==> src/sv/sgm_pkg.sv <==
package sgm_pkg;

    localparam int MAX_WIDTH_DEF  = 1024;
    localparam int MAX_HEIGHT_DEF = 1024;

    localparam int PIX_W     = 8;
    localparam int CFG_W     = 11;
    localparam int CFG_IDX_W = 1;
    localparam int COORD_W   = 10;

    // Gradient sums lie within +/-1020, the sum of squares below 2^22.
    localparam int GRAD_W = 11;
    localparam int SQ_W   = 22;
    localparam int ROOT_W = SQ_W / 2;
    localparam int REM_W  = ROOT_W + 1;

    localparam logic [CFG_W-1:0] DIM_RESET = 11'd512;
    localparam logic [CFG_W-1:0] DIM_MIN   = 11'd2;
    localparam logic [PIX_W-1:0] MAG_MAX   = 8'hFF;

    localparam logic [CFG_IDX_W-1:0] CFG_IMAGE_WIDTH  = 1'b0;
    localparam logic [CFG_IDX_W-1:0] CFG_IMAGE_HEIGHT = 1'b1;

    // Result kinds of one item, in delivery order. Bit 0 marks the mirrored
    // bottom row, bit 1 the mirrored right column.
    localparam logic [1:0] RES_BASE     = 2'd0;
    localparam logic [1:0] RES_LAST_ROW = 2'd1;
    localparam logic [1:0] RES_LAST_COL = 2'd2;
    localparam logic [1:0] RES_CORNER   = 2'd3;

    typedef enum logic [2:0] {
        S_IDLE,
        S_LOAD,
        S_GRAD,
        S_SQ,
        S_SQRT,
        S_OUT
    } t_state;

endpackage

==> src/sv/sgm_isqrt.sv <==
module sgm_isqrt (
    input  logic                        i_clk,
    input  logic                        i_rst_n,
    input  logic                        i_start,
    input  logic [sgm_pkg::SQ_W-1:0]    i_radicand,
    output logic                        o_done,
    output logic [sgm_pkg::ROOT_W-1:0]  o_root
);

    localparam int CNT_W = $clog2(sgm_pkg::ROOT_W + 1);

    logic                        r_busy;
    logic                        r_done;
    logic [CNT_W-1:0]            r_cnt;
    logic [sgm_pkg::SQ_W-1:0]    r_rad;
    logic [sgm_pkg::REM_W-1:0]   r_rem;
    logic [sgm_pkg::ROOT_W-1:0]  r_root;

    logic [sgm_pkg::REM_W+1:0]   cand;
    logic [sgm_pkg::REM_W+1:0]   trial;
    logic [sgm_pkg::REM_W+1:0]   diff;
    logic                        ge;

    // One root bit per cycle: bring down two radicand bits and try 4*root+1.
    assign cand  = {r_rem, r_rad[sgm_pkg::SQ_W-1 -: 2]};
    assign trial = {1'b0, r_root, 2'b01};
    assign diff  = cand - trial;
    assign ge    = (cand >= trial);

    always_ff @(posedge i_clk) begin
        if (!i_rst_n) begin
            r_busy <= 1'b0;
            r_done <= 1'b0;
            r_cnt  <= '0;
        end else if (i_start) begin
            r_busy <= 1'b1;
            r_done <= 1'b0;
            r_cnt  <= CNT_W'(sgm_pkg::ROOT_W);
        end else if (r_busy) begin
            r_cnt <= r_cnt - 1'b1;
            if (r_cnt == CNT_W'(1)) begin
                r_busy <= 1'b0;
                r_done <= 1'b1;
            end
        end else begin
            r_done <= 1'b0;
        end
    end

    always_ff @(posedge i_clk) begin
        if (i_start) begin
            r_rad  <= i_radicand;
            r_rem  <= '0;
            r_root <= '0;
        end else if (r_busy) begin
            r_rad  <= {r_rad[sgm_pkg::SQ_W-3:0], 2'b00};
            r_rem  <= ge ? diff[sgm_pkg::REM_W-1:0] : cand[sgm_pkg::REM_W-1:0];
            r_root <= {r_root[sgm_pkg::ROOT_W-2:0], ge};
        end
    end

    assign o_done = r_done;
    assign o_root = r_root;

    a_start_idle: assert property (@(posedge i_clk) disable iff (!i_rst_n)
        i_start |-> !r_busy)
        else $error("square root started while busy");

endmodule

==> config.mk <==
export PLATFORM = sky130hd
export DESIGN_NAME = sgm_isqrt
export DESIGN_NICKNAME = d
export VERILOG_FILES = /design/src/sv/sgm_pkg.sv /design/src/sv/sgm_isqrt.sv
export SDC_FILE = /design/constraint.sdc
export NUM_CORES = 1
export LEC_CHECK = 0
export BUFFER_PORTS_ARGS = -buffer_cell sky130_fd_sc_hd__buf_4
export CAP_MARGIN = 25
export CORE_MARGIN = 4
export CORE_UTILIZATION = 48
export DETAILED_ROUTE_END_ITERATION = 7
export PLACE_DENSITY_LB_ADDON = 0.1
export SYNTH_ARGS = -nofsm -noshare
export SYNTH_HDL_FRONTEND = slang
export SYNTH_SLANG_ARGS = --single-unit
==> constraint.sdc <==
create_clock -name i_clk -period 1.91 [get_ports i_clk]
set_input_delay 0.4775 -clock i_clk [delete_from_list [all_inputs] [get_ports i_clk]]
set_output_delay 0.4775 -clock i_clk [all_outputs]
set_load 0.02 [all_outputs]
Word-level counts from Yosys, hierarchy flattened
Index checks and enable logic that the tools add are counted.
W data, S select, Z words.
Storage, ports and cells
  output and inout bits: 12
  memories kept: 0
  latch bits: 0
  logic and storage cells: 24
  bits in registers: 51
  bits of input ports: 25
  memory bits (writable): 0
  memory bits (read-only): 0
Cells by class
  muxes and demuxes: 8
  equal/unequal tests: 1
  add/subtract/negate cells: 2
  reductions and logical operators: 3
  shifts and indexed selects: 0
  bitwise gates (word level): 2
  order comparisons: 1
  multipliers: 0
  div/mod/pow operators: 0
Operators by type and width (count)
  $mux W22: 2
  $ge A14 B13 Y1: 1
  $mux W12: 1
  $sub A12 B12 Y12: 1
  $mux W4: 2
  $eq A4 B1 Y1 const B: 1
  $sub A4 B1 Y4 const B: 1
  $mux W1: 3
  $reduce_or A3 Y1: 1
  $not A1 Y1: 2
  $reduce_bool A2 Y1: 1
  $reduce_or A2 Y1: 1

Depth between registers and ports, before layout
Gate-level depths: netlist of run 1.
  word-level depth: 4
  mapped depth: 9
  depth with buffers taken out: 8

Least setup slack after synthesis of run 1
Ideal clock, no wire load.
  path kind: register to register
  start point: register r_root (netlist bit o_root[5])
  end point: register r_rem[5] (netlist bit)
  required time: 1.789 ns
  path buffers: 1
  setup time: 0.121 ns
  stages on the path, launching flop included: 10
  clock period less this slack: 2.229 ns
  slack: -0.319 ns
  arrival: 2.108 ns
  cells stage by stage: dfxtp_1 inv_1 ha_1 a21o_1 a31o_1 a41o_1 or2_1 buf_6 mux2i_1 o21ai_1
On the way
  longest elaborated chain between the ends: 2
Ends and longest elaborated chain
  from (decl): line sgm_isqrt.sv:17  | logic [sgm_pkg::ROOT_W-1:0] r_root;
  from (signal assigned): line sgm_isqrt.sv:58  | r_root <= {r_root[sgm_pkg::ROOT_W-2:0], ge};
  $ge A14 B13 Y1: line sgm_isqrt.sv:28  | assign ge = (cand >= trial);
  $mux W12: line sgm_isqrt.sv:57  | r_rem <= ge ? diff[sgm_pkg::REM_W-1:0] : cand[sgm_pkg::REM_W-1:0];
  to (signal assigned): line sgm_isqrt.sv:57
  to (decl): line sgm_isqrt.sv:16  | logic [sgm_pkg::REM_W-1:0] r_rem;
No other way between the ends.
A chain may end at the register's enable or synchronous reset.

Worst setup path after layout of run 1
  start point: register r_root (netlist bit o_root[9])
  end point: register r_rem[4] (netlist bit)
The elaborated chain is that of the path after synthesis.

==> results.md, run 1 <==
* Reg clk slew, reported paths at 0.09 ns
* Crit start category: flip-flop
* Distinct cells, synth at 48
* Final nets at 378
* Largest net degree at the start of global routing at 46
* Area Overhead vs Synth at 43.6%
* Fmax at 503 MHz
* DRT iter0 DRCs at 101
* Die area at 6760 µm²
* Reg-to-reg critical path endpoint: r_rem[4]$_SDFFE_PP0P_
* GP Congestion at 0.819
* CTS Sinks at 51
* P_sw at 0.00189 W
* RSZ-0062 raised after global routing: true
* Critical Path RT at 2.09 ns
* Final WL at 6.15 mm
* Dpl hpwl at 4.46 mm
* Wire length of the first global-routing pass at 10.4 mm
* Final Max Slew Viols at 0
* CTS max path bufs at 2
* VDD IR max at 0.845 mV
* Via count at 2128
* Status: finished, violations left
* Syn avg cell area at 10.7 µm²
* Cell count of the worst reg-to-reg path at 8
* Antenna violations before repair at 0
* Pwr dens at 1390 nW/µm²
* PortBufs at 36
* Number of enable flip-flop cells after synthesis at 22
* R2R Setup Slk at -0.08 ns
* Worst skew pair latency at 0.30 ns
* Hold WS at 0.422 ns
* Die W at 82.2 µm
* N_diodes at 0
* Gr usage total at 20.3%
* Ys Warns at 0
* Worst Hold Launch: i_rst_n
* Dominant cell type by area after synthesis: edfxtp_1
* H-tree levels at 2
* Area contributors post-synth: edfxtp_1 (25%), dfxtp_1 (22%), mux2_2 (8.5%)
* Post-synth ARST share at 0%
* Worst R2R Start: o_root[9]$_SDFFE_PP0P_
* Row Count at 26
* I/O Pins at 37
* ANT nets after route at 0
* Number of global-route vias before repair at 2222
* P_leak at 1.59 nW
* Worst hold path class: primary input to flip-flop
* Worst hold stages at 2
* Critical Path End Type: flip-flop
* Final setup fails at 11
* Share of layout cells above drive strength 1 at 51.6%
* Core area at 5200 µm²
* Seq/Total Area, Yosys at 47.0%
* Average wire per standard cell at 15.0 µm
* Final core utilization at 72.9%
* Synth top area share at 25.0%
* Final Skew at 0.0147 ns
* Synth Cell Area at 2640 µm²
* Post-Syn Instances at 246
* Syn nets at 286
* Crit path DAT at 2.17 ns
* Pint at 0.00338 W
* Comb power frac at 59.5%
* Violated checks: setup timing
* Clock root buffer: clkbuf_8
* Setup CP Type: flip-flop to flip-flop
* CTS tree: yes
* Maxcap violations at 0
* Final hold violations at 0
* Period utilization at 104%
* Max_slew headroom at 56.1%
* DRT Pass-1 Iters at 4
* Top FF cell, synth: dfxtp_1
* Worst Tran Pin Value at 0.655 ns
* WHS Endpoint: r_cnt[3]$_SDFFE_PN0P_
* DRC violations left at 0
* Synth Register Bits at 51
* Final setup margin at -0.0769 ns
* Total CTS buffers at 5
* Sw frac at 35.8%
* Die H at 82.2 µm
* Global route overflow at 0
* Part of the power in registers at 26.6%
* Starting Density at 50.8%
* Final critical-path required period at 1.99 ns
* Via density at 5.20
* Max Fanout on Critical Path at 10
* Clock Power Share at 13.8%
## routing by layer
| metal | up-vias | wire length [µm] | GRT usage, % |
|---|---|---|---|
| li1 | 1067 | - | - |
| met2 | 37 | 3240 | 37.6 |
| met1 | 1013 | 2580 | 23.9 |
| met5 | - | 0 | 0 |
| met3 | 11 | 191 | 2.93 |
| met4 | 0 | 137 | 6.64 |
## power groups by stage
stage | Combinational, W | Sequential (W) | Clock (W)
floorplan | 0.00167 | 0.00142 | 0
CTS | 0.00292 | 0.00141 | 0.000752
finish | 0.00314 | 0.00140 | 0.000729
global route | 0.00340 | 0.00143 | 0.000800
detailed placement | 0.00244 | 0.00143 | 0
global placement | 0.00241 | 0.00142 | 0
## cell usage in the layout (no fill, tap or decap), types with 7 or more instances in the layout
cell type and count:
mux2_2 20, buf_4 88, dfxtp_4 10, inv_1 7, ha_4 9, dfxtp_1 15, nor2_1 23, nand2_1 18
mux2i_1 11, inv_2 8, edfxtp_1 22
## registers in the layout, summed over array words and instances (netlist names)
signal,count
o_done,1
o_root,11
r_busy,1
r_cnt,4
r_rad,22
r_rem,12
## kinds of logic after synthesis
family | synth area share [%]
flops | 47.0
fa+ha+maj | 7.10
compound gates | 12.9
simple gates | 11.4
mux | 13.8
buf+inv | 3.83
xor+xnor | 3.98
## final cells by class
class                   count  area (µm²)
multi-input cells         171        1530
flip-flops and latches     51        1280
clock inverters             1        30.0
clock buffers               7        76.3
fillers                   400        1410
inverters                  16        62.6
well taps                  70        87.6
repair buffers             93         726
## worst max-delay path, cell delays in order (launching register included)
cell,delay [ns]
dfxtp_4,0.36
inv_4,0.03
ha_4,0.20
a21o_1,0.15
a211o_1,0.27
a41o_1,0.24
or2_4,0.33
mux2i_2,0.21
o21ai_1,0.07
## worst max path at each step
stage	from	endpoint	slack (ns)	cells past startpoint
floorplan	o_root[9]$_SDFFE_PP0P_	r_rem[5]$_SDFFE_PP0P_	-0.04	9
global placement	r_rem[7]$_SDFFE_PP0P_	r_rem[5]$_SDFFE_PP0P_	-0.12	7
detailed placement	r_rem[9]$_SDFFE_PP0P_	r_rem[5]$_SDFFE_PP0P_	-0.16	7
CTS	o_root[0]$_SDFFE_PP0P_	r_rem[10]$_SDFFE_PP0P_	-0.04	9
global route	o_root[9]$_SDFFE_PP0P_	r_rem[7]$_SDFFE_PP0P_	-0.16	9
finish	o_root[9]$_SDFFE_PP0P_	r_rem[4]$_SDFFE_PP0P_	-0.08	8
## repair_timing
| action | 4_1_cts | 5_1_grt |
|---|---|---|
| resized for setup | 20 | 11 |
| cloned | 1 | 0 |
| buffers inserted | 6 | 2 |
| endpoints found under the setup margin | 12 | 12 |
| hold buffers | 0 | 0 |
| pin swaps | 16 | 13 |
## metrics by stage
| stage | TNS [ns] | total power [W] | cell area [µm²] | setup slack [ns] | cells |
|---|---|---|---|---|---|
| after CTS | -0.136 | 0.00508 | 3740 | -0.0435 | 407 |
| after global routing | -1.50 | 0.00562 | 3790 | -0.163 | 409 |
| after floorplan | -0.196 | 0.00309 | 2810 | -0.0422 | 246 |
| after detailed placement | -1.31 | 0.00387 | 3500 | -0.163 | 392 |
| after global placement | -0.860 | 0.00383 | 3500 | -0.125 | 392 |
| final | -0.547 | 0.00527 | 3790 | -0.0769 | 409 |
## synth_stat cells (2+ instances only)
master    count
and2_1        2
inv_1        16
nand2b_1      3
nor2b_1       3
buf_1         4
o21ai_0       3
a21o_1        4
nor2_1       23
mux2i_1      14
dfxtp_1      29
nand2_1      18
ha_1         15
a311oi_1      5
a21oi_1       7
xnor2_1       6
a31o_1        2
nor3_1        2
edfxtp_1     22
a32o_1        2
clkbuf_1      4
mux2_2       20
o21ai_1       4
xor2_1        6
nand3_1       3
or3_2         2
o21a_1        5
No activity file was read; power rests on OpenSTA's default activity.
==> run 2: changes to the inputs <==
--- a/config.mk
+++ b/config.mk
@@ -5,12 +5,13 @@
 export SDC_FILE = /design/constraint.sdc
 export NUM_CORES = 1
 export LEC_CHECK = 0
+export ABC_AREA = 1
 export BUFFER_PORTS_ARGS = -buffer_cell sky130_fd_sc_hd__buf_4
 export CAP_MARGIN = 25
 export CORE_MARGIN = 4
 export CORE_UTILIZATION = 48
 export DETAILED_ROUTE_END_ITERATION = 7
-export PLACE_DENSITY_LB_ADDON = 0.1
+export PLACE_DENSITY = 0.74
 export SYNTH_ARGS = -nofsm -noshare
 export SYNTH_HDL_FRONTEND = slang
 export SYNTH_SLANG_ARGS = --single-unit
==> results.md, run 2 <==
* Max Fanout on Critical Path at 15 (+5)
* Post-synth ARST share at 0% (unchanged)
* Cell Chain, Critical Path: ha_4 > nand2_1 > nand2_1 > nand2_1 > nand2_1 > a21oi_2 > nand3_4 > buf_12 > o211ai_1 > nand2_1
* Synth top area share at 23.6% (-1.4 points)
* DRC violations left at 0 (unchanged)
* CP peak stage delay at 0.46 ns (+0.10 ns)
* Post-Syn Instances at 376 (+53%)
* Final WL at 6.50 mm (+5.7%)
* Worst path slowest cell: dfxtp_1
* Max reg flops at 22 (unchanged)
* GP Congestion at 0.962 (+17%)
* Starting Density at 50.2% (-0.53 points)
* Row Count at 27 (+3.8%)
* ANT nets after route at 0 (unchanged)
* Via count at 2513 (+18%)
* Global route overflow at 0 (unchanged)
* Worst hold path class: primary input to flip-flop
* H-tree levels at 2 (unchanged)
* Syn nets at 416 (+45%)
* Crit start category: flip-flop
* PortBufs at 36 (unchanged)
* Average wire per standard cell at 13.0 µm (-13%)
* Worst Tran Pin Value at 0.477 ns (-0.179 ns)
* DRT Pass-1 Iters at 4 (unchanged)
* Most common cell after layout, fill and taps aside: nand2_1
* CTS Sinks at 51 (unchanged)
* Placed Instances at 489 (+25%)
* Distinct cells, synth at 32 (-33%)
* Fin cells at 499 (+22%)
* Max_slew headroom at 68.2% (+12 points)
* Antenna violations before repair at 0 (unchanged)
* Critical Path End Type: flip-flop
* Final setup fails at 0 (-11)
* Final setup TNS at 0 ns (+0.547 ns)
* Pint at 0.00272 W (-20%)
* Worst skew pair latency at 0.30 ns (about the same)
* Number of enable flip-flop cells after synthesis at 22 (unchanged)
* Largest net degree at the start of global routing at 31 (-33%)
* Final Max Slew Viols at 0 (unchanged)
* Part of the power in registers at 29.6% (+3.0 points)
* Status: complete, no violations
* Ys Warns at 0 (unchanged)
* Clock root buffer: clkbuf_8
* Total CTS buffers at 5 (unchanged)
* Wire length of the first global-routing pass at 10.6 mm (+2.1%)
* I/O Pins at 37 (unchanged)
* Final critical-path required period at 1.85 ns (-0.139 ns)
* Seq/Total Area, Yosys at 44.3% (-2.6 points)
* Crit path DAT at 2.04 ns (-0.13 ns)
* Core area at 5570 µm² (+7.1%)
* Final Skew at 0.00682 ns (-0.00786 ns)
* Pwr dens at 1370 nW/µm² (-1.3%)
* Final hold violations at 0 (unchanged)
* Die H at 84.4 µm (+2.7%)
* Dpl hpwl at 4.78 mm (+7.4%)
* P_leak at 1.72 nW (+8.3%)
* Die W at 84.4 µm (+2.7%)
* Most frequent CP cell: nand2_1
* Area contributors post-synth: edfxtp_1 (24%), dfxtp_1 (21%), nand2_1 (19%)
* Area Overhead vs Synth at 25.6%
* Synth Cell Area at 2800 µm² (+6.0%)
* Most frequent cells in the layout: nand2_1 (139), inv_1 (52), buf_4 (51), dfxtp_1 (22), edfxtp_1 (22)
* Comb power frac at 57.4% (-2.1 points)
* Sw frac at 43.6% (+7.9 points)
* Dominant cell type by area after synthesis: edfxtp_1
* RSZ-0062 raised after global routing: true
* Period utilization at 96.7% (-7.3 points)
* Critical Path RT at 2.10 ns (about the same)
* Number of global-route vias before repair at 2440 (+9.8%)
* Via density at 5.04 (-3.2%)
* Synth Register Bits at 51 (unchanged)
* Clock Power Share at 13.0% (-0.8 points)
* Maxcap violations at 0 (unchanged)
* Syn avg cell area at 7.45 µm² (-31%)
* Post-synth top cells: nand2_1 (145), inv_1 (55), dfxtp_1 (29)
* DRT iter0 DRCs at 96 (-5.0%)
* Fmax at 541 MHz (+7.5%)
* Hold buffers post-CTS at 0 (unchanged)
* Gr usage total at 18.0% (-2.3 points)
* N_diodes at 0 (unchanged)
* Share of layout cells above drive strength 1 at 23.4% (-28 points)
* Die area at 7120 µm² (+5.4%)
* P_sw at 0.00210 W (+12%)
* Top-count cell post-synth: nand2_1
* Total chip power at 0.00482 W (-8.5%)
* Final nets at 466 (+23%)
* Top FF cell, synth: dfxtp_1
* Setup CP Type: flip-flop to flip-flop
* Reg clk slew, reported paths at 0.10 ns (about the same)
* CTS tree: yes
* Top reg by flops: r_rad
* CTS max path bufs at 2 (unchanged)
* VDD IR max at 0.802 mV (-5.0%)
[run 2: changes by cell type in the layout (fill, tap and decap cells not counted), sizes merged, moves of 4 or more]
cell	before	now
nand2	18	146
buf	93	53
inv	16	56
mux2	20	0
nand3	3	21
mux2i	14	0
o22ai	1	10
a21oi	7	14
a311oi	5	0
o21a	5	0
xnor2	6	1
a21o	4	0
[run 2: cell type report]
cell class                      instances  area (µm²)
Fill cell                             477        2060
Clock inverter                          3        17.5
Inverter                               56         210
Clock buffer                            5        68.8
Timing Repair Buffer                   53         423
Tap cell                               72        90.1
Multi-Input combinational cell        259        1460
Sequential cell                        51        1250
[run 2: what timing repair did]
item	CTS	global route
resized for setup	2	39
setup buffers	0	2
pin swaps	1	6
setup endpoints to repair	3	13
[run 2: final timing paths]
kind | start | to | slack [ns] | cells past startpoint
setup reg to reg | r_rem[5]$_SDFFE_PP0P_ | r_rem[6]$_SDFFE_PP0P_ | 0.06 | 10
setup / recovery | r_rem[5]$_SDFFE_PP0P_ | r_rem[6]$_SDFFE_PP0P_ | 0.06 | 10
hold reg to reg | o_done$_SDFFE_PP0P_ | o_done$_SDFFE_PP0P_ | 0.46 | 2
hold / removal | i_rst_n | r_cnt[0]$_SDFFE_PN0P_ | 0.40 | 3
[run 2: power by group through the flow]
| stage | Combinational [W] | Sequential [W] | Clock, W |
|---|---|---|---|
| finish | 0.00277 | 0.00143 | 0.000629 |
| global route | 0.00308 | 0.00144 | 0.000701 |
| CTS | 0.00235 | 0.00140 | 0.000645 |
| detailed placement | 0.00232 | 0.00142 | 0 |
| global placement | 0.00229 | 0.00141 | 0 |
| floorplan | 0.00179 | 0.00139 | 0 |
[run 2: layer usage]
metal  vias to the layer above  global-route usage, %  wire, µm
li1                       1299                      -         -
met1                      1134                   22.6      2910
met2                        70                   30.8      3140
met3                        10                   4.22       320
met4                         0                   5.61       132
met5                         -                      0         0
[run 2: through the flow]
stage	instance area [µm²]	hold WS [ns]	utilization, %	setup WS, ns
finish	3520	0.399	63.1	0.0623
global route	3520	0.396	63.1	-0.0348
detailed placement	3240	0.455	58.2	-0.0205
CTS	3340	0.398	59.9	0.00572
floorplan	2800	0.443	-	0.0426
global placement	3240	0.449	58.2	-0.0117
[run 2: critical path, delay by kind of cell, from the launching register on]
family                     cells  cell delay, ns
DFF                            1            0.46
adders and majority gates      1            0.25
AOI/OAI and AO/OA              2            0.38
buffers and inverters          1            0.17
and+or+nand+nor                6            0.48
[run 2: logic make-up after synthesis]
kind of cell	count (synthesis)	synth area share (%)
fa+ha+maj	15	6.70
compound gates	43	9.25
xor+xnor	5	1.56
flops	51	44.3
buf+inv	66	9.52
simple gates	196	28.6
